`config.mk`:
```
export PLATFORM = sky130hd
export DESIGN_NAME = multi_queue_shared_buffer
export DESIGN_NICKNAME = d
export VERILOG_FILES = /design/src/sv/mqsb_pkg.sv /design/src/sv/mqsb_ram.sv /design/src/sv/multi_queue_shared_buffer.sv
export SDC_FILE = /design/constraint.sdc
export NUM_CORES = 1
export LEC_CHECK = 0
export BUFFER_PORTS_ARGS = -buffer_cell sky130_fd_sc_hd__buf_2
export CAP_MARGIN = 10
export CORE_ASPECT_RATIO = 0.75
export CORE_MARGIN = 3
export CORE_UTILIZATION = 62
export DETAILED_ROUTE_END_ITERATION = 7
export PLACE_DENSITY_LB_ADDON = 0.12
export SYNTH_ARGS = -nofsm -noshare
export SYNTH_HDL_FRONTEND = slang
export SYNTH_HIERARCHICAL = 1
export SYNTH_SLANG_ARGS = --single-unit
```
`constraint.sdc`:
```
create_clock -name clk -period 5.7 [get_ports clk]
set_input_delay 0.855 -clock clk [delete_from_list [all_inputs] [get_ports clk]]
set_output_delay 0.855 -clock clk [all_outputs]
set_load 0.005 [all_outputs]
```
`src/sv/mqsb_pkg.sv`:
```
// ----------------------------------------------------------------------------
// mqsb_pkg: shared types and constants
// Request and response words, status and mode codes, default sizes for the
// multi-queue shared buffer.
// ----------------------------------------------------------------------------
package mqsb_pkg;

	localparam int NUM_SLOTS_DEF  = 16;
	localparam int NUM_QUEUES_DEF = 4;
	localparam int QUEUE_ID_W     = 2;
	localparam int DATA_W         = 32;

	localparam logic MODE_ENQ = 1'b0;
	localparam logic MODE_DEQ = 1'b1;

	localparam logic [1:0] ST_OK    = 2'd0;
	localparam logic [1:0] ST_FULL  = 2'd1;
	localparam logic [1:0] ST_EMPTY = 2'd2;

	typedef struct packed {
		logic                     mode;
		logic [QUEUE_ID_W-1:0]    queue_id;
		logic signed [DATA_W-1:0] data_in;
	} req_t;

	typedef struct packed {
		logic [1:0]               status;
		logic signed [DATA_W-1:0] data_out;
	} rsp_t;

endpackage

```
`src/sv/mqsb_ram.sv`:
```
// ----------------------------------------------------------------------------
// mqsb_ram: generic single-write, single-read RAM
// One write port and one read port with registered read data.
// ----------------------------------------------------------------------------
module mqsb_ram #(
	parameter int WIDTH = 32,
	parameter int DEPTH = 16
) (
	input  logic                                  clk,
	input  logic                                  we,
	input  logic [(DEPTH > 1 ? $clog2(DEPTH) : 1)-1:0] waddr,
	input  logic [WIDTH-1:0]                      wdata,
	input  logic                                  re,
	input  logic [(DEPTH > 1 ? $clog2(DEPTH) : 1)-1:0] raddr,
	output logic [WIDTH-1:0]                      rdata
);

	logic [WIDTH-1:0] mem_q [DEPTH];
	logic [WIDTH-1:0] rdata_q;

	always_ff @(posedge clk) begin
		if (we) begin
			mem_q[waddr] <= wdata;
		end
		if (re) begin
			rdata_q <= mem_q[raddr];
		end
	end

	assign rdata = rdata_q;

endmodule

```
`src/sv/multi_queue_shared_buffer.sv`:
```
// ----------------------------------------------------------------------------
// multi_queue_shared_buffer: linked-list queues in one shared slot store
// NUM_QUEUES FIFO queues share NUM_SLOTS data slots through a free list and
// per-slot link words held in RAM.
//
// Request channel (req_valid/req_stall/req): one word per request, either an
// enqueue of data_in to queue_id or a dequeue from queue_id. Response channel
// (rsp_valid/rsp_stall/rsp): exactly one word per request, in order, with
// status ok, full or empty, and the data on a successful dequeue.
// A full or empty response is loaded from state LOOK, an ok response from
// LINK (enqueue) or FETCH (dequeue), which follow LOOK. The next request is
// taken the cycle after the response is loaded; no new request is taken
// while one is in progress. The link words sit in a RAM with registered
// reads, one write port and one read port.
// After reset a clearing pass chains the free list and empties all queues;
// requests stall meanwhile.
// A stalled response holds in the output register; the block still accepts
// one new request and finishes its work up to the point of delivery, then
// waits until the output register frees.
// ----------------------------------------------------------------------------
module multi_queue_shared_buffer import mqsb_pkg::*; #(
	parameter int NUM_SLOTS  = NUM_SLOTS_DEF,
	parameter int NUM_QUEUES = NUM_QUEUES_DEF
) (
	input  logic clk,
	input  logic arst_n,
	input  logic req_valid,
	output logic req_stall,
	input  req_t req,
	output logic rsp_valid,
	input  logic rsp_stall,
	output rsp_t rsp
);

	localparam int SW     = NUM_SLOTS > 1 ? $clog2(NUM_SLOTS) : 1;
	localparam int LW     = $clog2(NUM_SLOTS + 1);
	localparam int QW     = NUM_QUEUES > 1 ? $clog2(NUM_QUEUES) : 1;
	localparam int QXW    = QW > QUEUE_ID_W ? QW : QUEUE_ID_W;
	localparam int INIT_N = NUM_SLOTS > NUM_QUEUES ? NUM_SLOTS : NUM_QUEUES;
	localparam int CW     = $clog2(INIT_N);
	localparam logic [LW-1:0] LINK_NULL = LW'(NUM_SLOTS);

	typedef enum logic [2:0] {
		S_INIT,
		S_IDLE,
		S_LOOK,
		S_LINK,
		S_FETCH
	} state_t;

	function automatic logic is_slot(input logic [LW-1:0] p);
		return p < LINK_NULL;
	endfunction

	function automatic logic [LW-1:0] norm_link(input logic [LW-1:0] p);
		return (p < LINK_NULL) ? p : LINK_NULL;
	endfunction

	state_t          state_q;
	logic [CW-1:0]   cnt_q;
	req_t            req_q;
	logic [SW-1:0]   slot_q;
	logic [LW-1:0]   free_head_q;
	rsp_t            rsp_q;
	logic            rsp_valid_q;

	logic [LW-1:0]     head_rd, tail_rd, link_rd;
	logic [DATA_W-1:0] data_rd;

	logic              hq_we, tq_we, lk_we, dt_we, lk_re, dt_re, hq_re;
	logic [QW-1:0]     hq_waddr, tq_waddr, hq_raddr;
	logic [LW-1:0]     hq_wdata, tq_wdata, lk_wdata;
	logic [SW-1:0]     lk_waddr, lk_raddr, dt_waddr, dt_raddr;
	logic [DATA_W-1:0] dt_wdata;

	logic [QXW-1:0] q_in, q_cur;
	logic           q_ok, accept, out_free, enq_full, deq_empty, head_is_slot;
	logic           load_rsp;

	assign req_stall    = (state_q != S_IDLE);
	assign accept       = req_valid && (state_q == S_IDLE);
	assign out_free     = !rsp_valid_q || !rsp_stall;
	assign q_in         = QXW'(req.queue_id);
	assign q_cur        = QXW'(req_q.queue_id);
	assign q_ok         = 32'(req_q.queue_id) < 32'(NUM_QUEUES);
	assign head_is_slot = is_slot(head_rd);
	assign enq_full     = !q_ok || !is_slot(free_head_q);
	assign deq_empty    = !q_ok || !head_is_slot;
	assign load_rsp     = out_free && ((state_q == S_LOOK &&
		((req_q.mode == MODE_ENQ) ? enq_full : deq_empty)) ||
		state_q == S_LINK || state_q == S_FETCH);

	assign rsp_valid = rsp_valid_q;
	assign rsp       = rsp_q;

	always_comb begin
		hq_re    = accept;
		hq_raddr = q_in[QW-1:0];
		hq_we    = 1'b0;
		hq_waddr = q_cur[QW-1:0];
		hq_wdata = free_head_q;
		tq_we    = 1'b0;
		tq_waddr = q_cur[QW-1:0];
		tq_wdata = free_head_q;
		lk_we    = 1'b0;
		lk_waddr = slot_q;
		lk_wdata = LINK_NULL;
		lk_re    = 1'b0;
		lk_raddr = free_head_q[SW-1:0];
		dt_we    = 1'b0;
		dt_waddr = free_head_q[SW-1:0];
		dt_wdata = req_q.data_in;
		dt_re    = 1'b0;
		dt_raddr = head_rd[SW-1:0];
		case (state_q)
			S_INIT: begin
				lk_we    = 32'(cnt_q) < 32'(NUM_SLOTS);
				lk_waddr = cnt_q[SW-1:0];
				lk_wdata = LW'(cnt_q) + LW'(1);
				hq_we    = 32'(cnt_q) < 32'(NUM_QUEUES);
				hq_waddr = cnt_q[QW-1:0];
				hq_wdata = LINK_NULL;
			end
			S_IDLE: begin
				lk_re = accept;
			end
			S_LOOK: begin
				if (req_q.mode == MODE_ENQ) begin
					if (!enq_full) begin
						hq_we    = !head_is_slot;
						tq_we    = 1'b1;
						lk_we    = head_is_slot && is_slot(tail_rd);
						lk_waddr = tail_rd[SW-1:0];
						lk_wdata = free_head_q;
						dt_we    = 1'b1;
					end
				end else begin
					if (!deq_empty) begin
						lk_re    = 1'b1;
						lk_raddr = head_rd[SW-1:0];
						dt_re    = 1'b1;
					end
				end
			end
			S_LINK: begin
				lk_we = out_free;
			end
			S_FETCH: begin
				hq_we    = out_free;
				hq_wdata = norm_link(link_rd);
				lk_we    = out_free;
				lk_wdata = free_head_q;
			end
			default: begin
			end
		endcase
	end

	always_ff @(posedge clk or negedge arst_n) begin
		if (!arst_n) begin
			state_q     <= S_INIT;
			cnt_q       <= '0;
			free_head_q <= '0;
			rsp_valid_q <= 1'b0;
		end else begin
			if (load_rsp) begin
				rsp_valid_q <= 1'b1;
			end else if (rsp_valid_q && !rsp_stall) begin
				rsp_valid_q <= 1'b0;
			end
			case (state_q)
				S_INIT: begin
					cnt_q <= cnt_q + CW'(1);
					if (cnt_q == CW'(INIT_N - 1)) begin
						state_q <= S_IDLE;
					end
				end
				S_IDLE: begin
					if (req_valid) begin
						req_q   <= req;
						state_q <= S_LOOK;
					end
				end
				S_LOOK: begin
					if (req_q.mode == MODE_ENQ) begin
						if (enq_full) begin
							if (out_free) begin
								rsp_q   <= '{status: ST_FULL, data_out: '0};
								state_q <= S_IDLE;
							end
						end else begin
							free_head_q <= norm_link(link_rd);
							slot_q      <= free_head_q[SW-1:0];
							state_q     <= S_LINK;
						end
					end else begin
						if (deq_empty) begin
							if (out_free) begin
								rsp_q   <= '{status: ST_EMPTY, data_out: '0};
								state_q <= S_IDLE;
							end
						end else begin
							slot_q  <= head_rd[SW-1:0];
							state_q <= S_FETCH;
						end
					end
				end
				S_LINK: begin
					if (out_free) begin
						rsp_q   <= '{status: ST_OK, data_out: '0};
						state_q <= S_IDLE;
					end
				end
				S_FETCH: begin
					if (out_free) begin
						free_head_q <= LW'(slot_q);
						rsp_q       <= '{status: ST_OK, data_out: data_rd};
						state_q     <= S_IDLE;
					end
				end
				default: begin
					state_q <= S_INIT;
				end
			endcase
		end
	end

	mqsb_ram #(.WIDTH(DATA_W), .DEPTH(NUM_SLOTS)) u_data (
		.clk   (clk),
		.we    (dt_we),
		.waddr (dt_waddr),
		.wdata (dt_wdata),
		.re    (dt_re),
		.raddr (dt_raddr),
		.rdata (data_rd)
	);

	mqsb_ram #(.WIDTH(LW), .DEPTH(NUM_SLOTS)) u_link (
		.clk   (clk),
		.we    (lk_we),
		.waddr (lk_waddr),
		.wdata (lk_wdata),
		.re    (lk_re),
		.raddr (lk_raddr),
		.rdata (link_rd)
	);

	mqsb_ram #(.WIDTH(LW), .DEPTH(NUM_QUEUES)) u_head (
		.clk   (clk),
		.we    (hq_we),
		.waddr (hq_waddr),
		.wdata (hq_wdata),
		.re    (hq_re),
		.raddr (hq_raddr),
		.rdata (head_rd)
	);

	mqsb_ram #(.WIDTH(LW), .DEPTH(NUM_QUEUES)) u_tail (
		.clk   (clk),
		.we    (tq_we),
		.waddr (tq_waddr),
		.wdata (tq_wdata),
		.re    (hq_re),
		.raddr (hq_raddr),
		.rdata (tail_rd)
	);

	a_free_head_range: assert property (@(posedge clk) disable iff (!arst_n)
		free_head_q <= LINK_NULL)
		else $error("free list head out of range");

	a_init_quiet: assert property (@(posedge clk) disable iff (!arst_n)
		(state_q == S_INIT) |-> (req_stall && !rsp_valid))
		else $error("channel active during clearing pass");

	a_slot_not_tail: assert property (@(posedge clk) disable iff (!arst_n)
		(state_q == S_LOOK && req_q.mode == MODE_ENQ && !enq_full && head_is_slot)
		|-> (tail_rd != free_head_q))
		else $error("free slot is also a queue tail");

	a_empty_status: assert property (@(posedge clk) disable iff (!arst_n)
		(state_q == S_LOOK && req_q.mode == MODE_DEQ && deq_empty && out_free)
		|=> (rsp_valid && rsp.status == ST_EMPTY))
		else $error("empty dequeue without empty status");

endmodule

```
Word-level counts from Yosys, hierarchy flattened
Memories as Yosys holds them, arrays and structs flattened. A register that Yosys moved wholly into a read port is not among the register bits.
Index checks and enable logic that the tools add are counted.
{"block": "word_totals", "word_cells": 116, "ff_bits": 86, "mem_bits_rw": 632, "memories": 4, "input_bits": 39, "output_inout_bits": 36}
{"block": "classes", "n_reduce_logical": 23, "mux": 56, "n_addsub": 2, "magnitude_cmp": 5, "n_eq_ne": 16}
{"memory": "u_data.mem_q", "depth": 16, "word_bits": 32, "read_ports": 1, "rd_ports_with_merged_regs": 1, "write_ports": 1, "line_no": "mqsb_ram.sv:18", "rtl": "logic [WIDTH-1:0] mem_q [DEPTH];"}
{"memory": "u_link.mem_q", "depth": 16, "word_bits": 5, "read_ports": 1, "rd_ports_with_merged_regs": 1, "write_ports": 1, "line_no": "mqsb_ram.sv:18"}
{"memory": "u_head.mem_q", "depth": 4, "word_bits": 5, "read_ports": 1, "rd_ports_with_merged_regs": 1, "write_ports": 1, "line_no": "mqsb_ram.sv:18"}
{"memory": "u_tail.mem_q", "depth": 4, "word_bits": 5, "read_ports": 1, "rd_ports_with_merged_regs": 1, "write_ports": 1, "line_no": "mqsb_ram.sv:18"}
{"operator": "$mux 34", "count": 7}
{"operator": "$pmux 34 s3", "count": 1}
{"operator": "$mux 4", "count": 8}
{"operator": "$mux 5", "count": 6}
{"operator": "$lt 5x5->1 const B", "count": 4}
{"operator": "$pmux 5 s2", "count": 2}
{"operator": "$mux 1", "count": 19}
{"operator": "$mux 3", "count": 6}
{"operator": "$pmux 5 s3", "count": 1}
{"operator": "$ne 2x2->1 const B", "count": 6}
{"operator": "$pmux 3 s4", "count": 1}
{"operator": "$pmux 4 s2", "count": 1}
{"operator": "$reduce_and 4->1", "count": 2}
{"operator": "$reduce_and 7->1", "count": 1}
{"operator": "$eq 3x2->1 const B", "count": 2}
{"operator": "$ne 3x3->1 const B", "count": 2}
{"operator": "$pmux 1 s3", "count": 2}
{"operator": "$reduce_bool 2->1", "count": 3}
{"operator": "$add 4x1->5 const B", "count": 1}
{"operator": "$logic_and 1x1->1", "count": 5}
{"operator": "$add 4x1->4 const B", "count": 1}
{"operator": "$eq 4x4->1 const B", "count": 1}
{"operator": "$logic_not 1->1", "count": 4}
{"operator": "$lt 4x3->1 const B", "count": 1}
{"operator": "12 further kinds", "count": 15}

Depth between registers and ports, before layout
Gate-level depths: netlist of run 1.
{"block": "depth", "word_depth": 8, "mapped_depth": 8, "depth_no_buf": 6}

By module
The synthesis of run 1 kept the hierarchy.
{"mod": "mqsb_ram (u_data)", "seq_area_each_um2": 16335.7, "n_inst": 1, "area_per_inst_um2": 20155.6, "cells_each": 838}
{"mod": "multi_queue_shared_buffer", "seq_area_each_um2": 2517.4, "n_inst": 1, "area_per_inst_um2": 3585.9, "cells_each": 248}
{"mod": "mqsb_ram (u_link)", "seq_area_each_um2": 2552.4, "n_inst": 1, "area_per_inst_um2": 3263.1, "cells_each": 155}
{"mod": "mqsb_ram (u_head ...)", "seq_area_each_um2": 750.7, "n_inst": 2, "area_per_inst_um2": 905.9, "cells_each": 35}

Worst setup path after synthesis of run 1
Ideal clock, no wire load.
{"block": "synth_timing", "kind": "reg-to-reg", "startpoint": "register state_q[0]", "endpoint": "memory u_data.mem_q[0][0], enable pin", "stages_incl_launch_ff": 7, "setup_time_ns": 0.461, "arrival_time_ns": 3.760, "required_time_ns": 5.239, "synth_period_minus_slack_ns": 4.221, "setup_slack_ns": 1.479, "n_path_buf": 2, "path_cell_list": "dfrtp_1 > buf_2 > nor3b_4 > and2_4 > buf_6 > or3b_2 > nor3_1"}
{"block": "synth_between", "elab_chain_cells": 4}
{"item": "start, declared", "line_no": "multi_queue_shared_buffer.sv:59", "rtl": "state_t state_q;"}
{"item": "start signal, assigned", "line_no": "multi_queue_shared_buffer.sv:161", "rtl": "state_q <= S_INIT;"}
{"item": "start signal, assigned", "line_no": "multi_queue_shared_buffer.sv:175", "rtl": "state_q <= S_IDLE;"}
{"item": "start signal, assigned", "line_no": "multi_queue_shared_buffer.sv:181", "rtl": "state_q <= S_LOOK;"}
{"item": "$eq 3x2->1", "line_no": "multi_queue_shared_buffer.sv:115", "rtl": "case (state_q)"}
{"item": "$mux 1", "line_no": "multi_queue_shared_buffer.sv:115"}
{"item": "net dt_we", "line_no": "multi_queue_shared_buffer.sv:70", "rtl": "logic hq_we, tq_we, lk_we, dt_we, lk_re, dt_re, hq_re;"}
{"item": "$mux 1", "line_no": "mqsb_ram.sv:22", "rtl": "if (we) begin"}
{"item": "$mux 1 (not written as such)", "line_no": "mqsb_ram.sv:23", "rtl": "mem_q[waddr] <= wdata;"}
{"item": "end, declared", "line_no": "mqsb_ram.sv:18"}
The timed path passes the listed nets, and every way through them passes these cells.

Final worst setup path of run 1
{"block": "layout_timing", "startpoint": "register state_q[1]", "endpoint": "memory u_data.mem_q[13][8], enable pin"}
{"block": "layout_between", "elab_chain_cells": 4}
{"item": "$eq 3x2->1", "line_no": "multi_queue_shared_buffer.sv:115"}
{"item": "$mux 1", "line_no": "multi_queue_shared_buffer.sv:115"}
{"item": "$mux 1", "line_no": "mqsb_ram.sv:22"}
{"item": "$mux 1 (not written as such)", "line_no": "mqsb_ram.sv:23"}
No other way between the ends.

==> summary.md, run 1 <==
| Metric | Value |
|---|---|
| Synth Area in XOR/XNOR | 0.152% |
| Cell Area, Synth | 0.0288 mm² |
| Yosys cell types | just under 50 |
| Most frequent cell after synthesis | edfxtp_1 |
| DIE WIDTH | about 250 µm |
| Slew Limit Fails | 0 |
| Psw | between 3000 and 4000 µW |
| RD Place Congestion | between 0.9 and 1 |
| GRT Total Usage | approximately a quarter |
| Drt first pass iters | 8 |
| Number of max-cap violations | 0 |
| Crit-path max cell delay | roughly 0.89 ns |
| Number of warnings issued by yosys | 6 |
| Critical path data required time | 5.98 ns |
| Worst setup EP type | flip-flop |
| Worst path slowest cell | nor2_4 |
| Placed insts | 1937 |
| Post-synth top area share | 78.4% |
| Io pins | 75 |
| Initial antenna violation count | 0 |
| DP HPWL | 31.9 mm |
| Global route overflow | 0 |
| Hold buffers post-CTS | 0 |
| Gate power share | ~17% |
| Antenna viol nets, final | 0 |
| # diodes | 0 |
| Clk root buf | clkbuf_16 |
| Final clock skew | 0.0177 ns |
| Final worst path period need | approximately 3.2 ns |
| RSZ-0062 raised after global routing | no |
| VDD IR max | 0.000253 V |
| DR WL/cell | between 20 and 30 µm |
| Final Hold Vio Count | 0 |
| Bufs and invs on worst path | 1 |
| # fillers | approximately 2600 |
| Post-synth EDFFs | ~750 |
| Worst skew pair latency | 0.60 ns |
| Int Power | 10500 µW |
| Slew @ Worst Pin | 1.12 ns |
| Cell Chain, Critical Path | nor3b_4, and2_4, nand3_1, nor2_4, buf_4 |
| Register area | 0.0229 mm² |
| Synthesized area per cell | 22.0 µm² |
| CTS max path bufs | 3 |
| Sequential-to-total area share from yosys stat | 79.5% |
| Multiplexer share of the synthesized area | 12.7% |
| Largest family of logic cells by synthesized area | multiplexers |
| Async SR Flop Fraction | 1.70% |
| Post-route DRC | 0 |
| Fin nets | approximately 1500 |
| First-pass GRT wire length | 90.3 mm |
| Layout Cells excl Fill | 2064 |
| DRT Wirelength | 60.1 mm |
| Crit path DAT | 3.53 ns |
| Setup Viol. Count Final | 0 |
| Max Clk Rate | 308 MHz |
| Die Span Y | 193 µm |
| Initial Util | 63.7% |
| Post-route cell area | between 0.03 and 0.04 mm² |
| CTS buffer count | 71 |
| Crit-path max FO | 21 |
| Port Buffer Count | 74 |
| Seq pwr share | 51.4% |
| Die area | 0.0491 mm² |
| Period utilization | a little under three fifths |
| Core area | ~0.045 mm² |
| Switching share of power | 26.7% |
| Post-CTS Setup Inserts | 0 |
| Largest net degree at the start of global routing | ~130 |
| PwrDens | 444 mW/mm² |
| Layout cells sized above 1 | 26.7% |
| Vias | 13700 |
| Worst hold path type | in -> async |
| Post-synth top cells | 752 x edfxtp_1, 158 x mux4_2, 71 x a22oi_1, 62 x nand2_1, 36 x nor2_1 |
| DP Area | 0.0300 mm² |
| CTS clk-pin slew, worst paths | about 0.06 ns |
| PostCTS Resize Cnt | 0 |
| Simple-gate share of the synthesized area | 3.64% |
| CTS tree | built |
| Setup CP Type | reg -> reg |
| Synth Register Bits | 765 |
| Area of the multi-input gates | 0.00571 mm² |
| Compound-gate portion of the synthesized area | 2.79% |
| Slew headroom | roughly a quarter |
| Leading area contributor after synthesis | edfxtp_1 |
| TritonCTS Sinks | 765 |
| P&R area growth vs syn | 11.7% |
| Syn Nets | roughly 1400 |
| Synth top area cells | edfxtp_1 78%, mux4_2 12%, a22oi_1 1.8%, dfrtp_1 1.1%, nand2_1 0.81% |
| CP delay by family, top | simple AND/OR/NAND/NOR gates |
| Post-Synth Adder-Cell Area | 0.0434% |
| Vias per cell | ~6.6 |
| Outcome | finished clean |
| Vias in the first global route | 13600 |
| Std cell rows | 67 |
| Post-Syn Instances | about 1300 |
| Fin Setup TNS | 0 ns |
| CP startpoint kind | flip-flop |
| Initial drt markers | 1600 |
| H-tree depth | 3 |
| Leak | 0.0104 µW |
| Most common flop cell mapped by yosys | edfxtp_1 |
| Clock power share | about a third |
## cell usage in the layout, fill, tap and decap left out, types with 16 or more instances in the layout
cell | synthesis | layout
buf_4 | 10 | 24
nand2_1 | 62 | 62
a22oi_1 | 71 | 71
clkbuf_16 | 0 | 76
edfxtp_1 | 752 | 752
nand3_1 | 16 | 16
nor2_1 | 36 | 23
buf_2 | 15 | 74
clkbuf_1 | 21 | 22
and2_1 | 34 | 32
mux4_2 | 158 | 158
## logic make-up after synthesis
group                    after synthesis
multiplexers                         167
AND/OR/NAND/NOR                      198
XOR/XNOR                               5
flip-flops                           765
buffers and inverters                 68
adder cells (fa/ha/maj)                1
AO/OA/AOI/OAI                        107
## per-layer routing
| layer | part of all wire [%] | GRT usage, % |
|---|---|---|
| met1 | 42 | 40.0 |
| met2 | 46 | 37.4 |
| met3 | 10 | 6.78 |
| met4 | 1.8 | 6.24 |
| met5 | 0 | 0 |
## layout make-up
cell class / instances / area share [%]
Sequential cell: 765 / 71.2
Multi-Input combinational cell: 478 / 17.8
Clock buffer: 98 / 6.17
Tap cell: 586 / 2.28
Timing Repair Buffer: 100 / 1.83
Clock inverter: 29 / 0.704
Inverter: 8 / 0.0933
## worst register-to-register path, delay by kind of cell (launching register included)
family / cells / cell delay (ns)
buffers and inverters: 1 / 0.40
flip-flops: 1 / 0.65
AND/OR/NAND/NOR: 4 / 1.88
## power groups by stage
stage	clock network (µW)	logic, µW	registers, µW
global route	4830	2630	7380
CTS	4600	2430	7330
detailed placement	0	2420	7440
finish	4520	2440	7340
global placement	0	2360	7430
floorplan	0	1750	7240
## flip-flops by register name, summed over array words and instances (netlist names), 2 cells and up
signal	cells
cnt_q	4
dt_wdata	32
free_head_q	5
q_cur	2
rsp	34
slot_q	4
state_q	3
u_data/mem_q	512
u_data/rdata	32
u_head/mem_q	20
u_head/rdata	5
u_link/mem_q	80
u_link/rdata	5
u_tail/mem_q	20
u_tail/rdata	5
## worst paths after layout
| check | from | to | slack (ns) | cells past startpoint |
|---|---|---|---|---|
| max in group asynchronous | arst_n | free_head_q[2] | 5.22 | 1 |
| setup reg to reg | state_q[1] | u_data/mem_q[13][8] | 2.46 | 5 |
| setup / recovery | state_q[1] | u_data/mem_q[13][8] | 2.46 | 5 |
| min in group clk | req[22] | dt_wdata[22] | 0.43 | 1 |
| hold reg to reg | u_data/rdata[22] | rsp[22] | 0.52 | 1 |
| hold / removal | arst_n | state_q[0] | 0.19 | 1 |
## per-stage QoR
step	power [µW]	utilization (%)	hold WS (ns)	setup WS, ns
after floorplan	8990	-	0.492	1.48
after global routing	14800	71.1	0.180	2.24
after detailed placement	9860	66.2	0.502	2.51
final	14300	71.1	0.186	2.46
after CTS	14400	71.1	0.156	2.51
after global placement	9790	66.2	0.501	2.59
(Power assumes the default switching activity.)
==> run 2: changes to the inputs <==
==> constraint.sdc (replaced) <==
create_clock -name clk -period 3 [get_ports clk]
set_input_delay 0.45 -clock clk [delete_from_list [all_inputs] [get_ports clk]]
set_output_delay 0.45 -clock clk [all_outputs]
set_load 0.005 [all_outputs]
==> run 2 against run 1 <==
Compared with the run above:
- global-route usage up 0.86 points
- combinational power up 110%
- non-clock buffer count rose by 48
- via count is 1.6% higher
- clock power up 88%
- count of clock-buffer cells in the layout fell by 7
- flip-flop and latch count unchanged
- die area is the same
- critical endpoint is now u_link/mem_q[3][4]
==> summary.md, run 2 (same netlist as run 1, synthesis figures left out) <==
| Metric | Value |
|---|---|
| Outcome | finished clean (unchanged) |
| Io pins | 75 (unchanged) |
| Commonest non-fill, non-tap cells in the layout | 752 x edfxtp_1, 158 x mux4_2, 74 x clkbuf_16, 74 x buf_2, 71 x a22oi_1 (was 752 x edfxtp_1, 158 x mux4_2, 76 x clkbuf_16, 74 x buf_2, 71 x a22oi_1) |
| DRT Wirelength | 62.1 mm (was 60.1 mm) |
| Crit-path max cell delay | 0.63 ns (was 0.89 ns) |
| RSZ-0062 raised after global routing | no (unchanged) |
| Worst skew pair latency | 0.60 ns (about the same) |
| Layout cells sized above 1 | 27.9% (was 26.7%) |
| DIE WIDTH | 255 µm (unchanged) |
| Tot Pwr | 27500 µW (was 14300 µW) |
| CTS tree | built (unchanged) |
| Reg2Reg Setup Slack | 0.18 ns (was 2.46 ns) |
| Wl on met1 | 26.6 mm (was 25.4 mm) |
| # fillers | 2628 (was 2646) |
| Worst setup EP type | flip-flop (unchanged) |
| Area of the multi-input gates | 0.00574 mm² (was 0.00571 mm²) |
| RR Endpoint | u_link/mem_q[3][4] (was u_data/mem_q[13][8]) |
| R2R depth | 6 (was 5) |
| Largest net degree at the start of global routing | 53 (was 131) |
| Hold buffers post-CTS | 19 (was 0) |
| Number of flip-flops in the largest register | 512 (unchanged) |
| Setup CP Type | reg -> reg (unchanged) |
| Std cell rows | 67 (unchanged) |
| Crit path DAT | 3.06 ns (was 3.53 ns) |
| GRT Total Usage | 26.6% (was 25.7%) |
| DP HPWL | 34.3 mm (was 31.9 mm) |
| Worst hold path type | in -> reg (was in -> async) |
| Clock power share | 31.0% (was 31.6%) |
| Vias per cell | 6.60 (was 6.64) |
| PostCTS Resize Cnt | 0 (unchanged) |
| Biggest register | u_data/mem_q (unchanged) |
| Gate power share | 18.5% (was 17.0%) |
| Worst path slowest cell | edfxtp_1 (was nor2_4) |
| Initial Util | 63.7% (unchanged) |
| Slew headroom | 43.3% (was 25.0%) |
| CP startpoint kind | flip-flop (unchanged) |
| CP most frequent cell | nor2_1 |
| Vias in the first global route | 14200 (was 13600) |
| Period utilization | 94.1% (was 56.9%) |
| CTS clk-pin slew, worst paths | 0.06 ns (about the same) |
| Setup ws final | 0.178 ns (was 2.46 ns) |
| CTS max path bufs | 3 (unchanged) |
| DR top layer | met4 (unchanged) |
| Post-CTS Setup Inserts | 0 (unchanged) |
| Cell Chain, Critical Path | nor2_1, and2_4, a222oi_1, inv_1, or3b_2, nor2_1 (was nor3b_4, and2_4, nand3_1, nor2_4, buf_4) |
| Wire length on met2 | 28.4 mm (was 27.6 mm) |
| Critical path data required time | 3.23 ns (was 5.98 ns) |
| Final core utilization | 72.7% (was 71.1%) |
| Crit-path max FO | 20 (was 21) |
| First-pass GRT wire length | 92.8 mm (was 90.3 mm) |
| Leak | 0.0107 µW (was 0.0104 µW) |
| Initial antenna violation count | 0 (unchanged) |
| Int Power | 20000 µW (was 10500 µW) |
| Final Hold Vio Count | 0 (unchanged) |
| PwrDens | 835 mW/mm² (was 444 mW/mm²) |
| Final worst path period need | 2.82 ns (was 3.24 ns) |
| Slew Limit Fails | 0 (unchanged) |
| CTS buffer count | 71 (unchanged) |
| Clk root buf | clkbuf_16 (unchanged) |
| Psw | 7440 µW (was 3820 µW) |
| Port Buffer Count | 74 (unchanged) |
| # diodes | 0 (unchanged) |
| RD Place Congestion | 0.926 (was 0.913) |
| DR WL met3 | 5.85 mm (was 6.05 mm) |
| Hold Path Sink | dt_wdata[28] |
| Hold Startpoint | req[28] |
| DR WL/cell | 29.4 µm (was 29.1 µm) |
| Switching share of power | 27.1% (was 26.7%) |
| VDD IR max | 0.000556 V (was 0.000253 V) |
| TritonCTS Sinks | 765 (unchanged) |
| Antenna viol nets, final | 0 (unchanged) |
| Commonest non-fill, non-tap cell in the layout | edfxtp_1 (unchanged) |
| Slew @ Worst Pin | 0.851 ns (was 1.12 ns) |
| Drt first pass iters | 5 (was 8) |
| Die area | 0.0491 mm² (unchanged) |
| Die Span Y | 193 µm (unchanged) |
| Fin nets | 1512 (was 1464) |
| Worst r2r src | req_q[34] (was state_q[1]) |
| Setup Viol. Count Final | 0 (unchanged) |
| Number of max-cap violations | 0 (unchanged) |
| Global route overflow | 0 (unchanged) |
| Post-route DRC | 0 (unchanged) |
| Initial drt markers | 1744 (was 1600) |
| P&R area growth vs syn | 14.2% (was 11.7%) |
| Setup slack at placement | 0.241 ns (was 2.51 ns) |
| H-tree depth | 3 (unchanged) |
| Worst setup path startpoint | req_q[34] (was state_q[1]) |
| Vias | 13900 (was 13700) |
| Final clock skew | 0.0238 ns (was 0.0177 ns) |
| Core area | 0.0453 mm² (unchanged) |
| Register area | 0.0229 mm² (unchanged) |
| Cell count of the worst hold path | 1 |
| Seq pwr share | 50.5% (was 51.4%) |
| Max Clk Rate | 354 MHz (was 308 MHz) |
run 2: worst max path at each step:
stage / to / slack [ns] / cells past startpoint
finish: u_link/mem_q[3][4] / 0.18 / 6
global route: u_link/rdata[1] / 0.06 / 7
CTS: u_link/rdata[3] / 0.23 / 7
detailed placement: u_link/mem_q[3][3] / 0.24 / 6
global placement: u_link/rdata[4] / 0.35 / 7
floorplan: u_data/mem_q[1][0] / -0.37 / 6
run 2: layout make-up:
type / count / share of cell area, %
clock buffers: 91 / 5.85
clock inverters: 35 / 0.806
inverters: 8 / 0.0912
multi-input cells: 478 / 17.4
flip-flops and latches: 765 / 69.6
well taps: 586 / 2.23
repair buffers: 148 / 3.98
run 2: worst max-delay path: cells and delay by family (launching register included):
family                 cells  cell delay [ns]
AND/OR/NAND/NOR            4             1.41
flip-flops                 1             0.63
buffers and inverters      1             0.13
AO/OA/AOI/OAI              1             0.28
run 2: power by group through the flow:
| stage | sequential (µW) | combinational [µW] | clock [µW] |
|---|---|---|---|
| 3_3_place_gp | 14100 | 4860 | 0 |
| 6_report | 13900 | 5090 | 8520 |
| 5_1_grt | 14000 | 5460 | 9100 |
| 4_1_cts | 13900 | 5050 | 8680 |
| 2_1_floorplan | 13800 | 3330 | 0 |
| 3_5_place_dp | 14100 | 5000 | 0 |
run 2: through the flow:
| stage | setup TNS (ns) | instances | area [µm²] | hold slack [ns] |
|---|---|---|---|---|
| floorplan | -38.67 | 1311 | 28900 | 0.154 |
| global placement | 0 | 1966 | 30500 | 0.289 |
| detailed placement | 0 | 1966 | 30500 | 0.292 |
| CTS | 0 | 2111 | 32900 | 0.00128 |
| global route | 0 | 2111 | 32900 | 0.00762 |
| finish | 0 | 2111 | 32900 | 0.0374 |
run 2: layer usage:
| layer | global-route usage (%) | vias up |
|---|---|---|
| met1 | 41.1 | 7322 |
| li1 | - | 5795 |
| met2 | 39.3 | 725 |
| met3 | 6.25 | 94 |
| met4 | 6.90 | 0 |
| met5 | 0 | - |
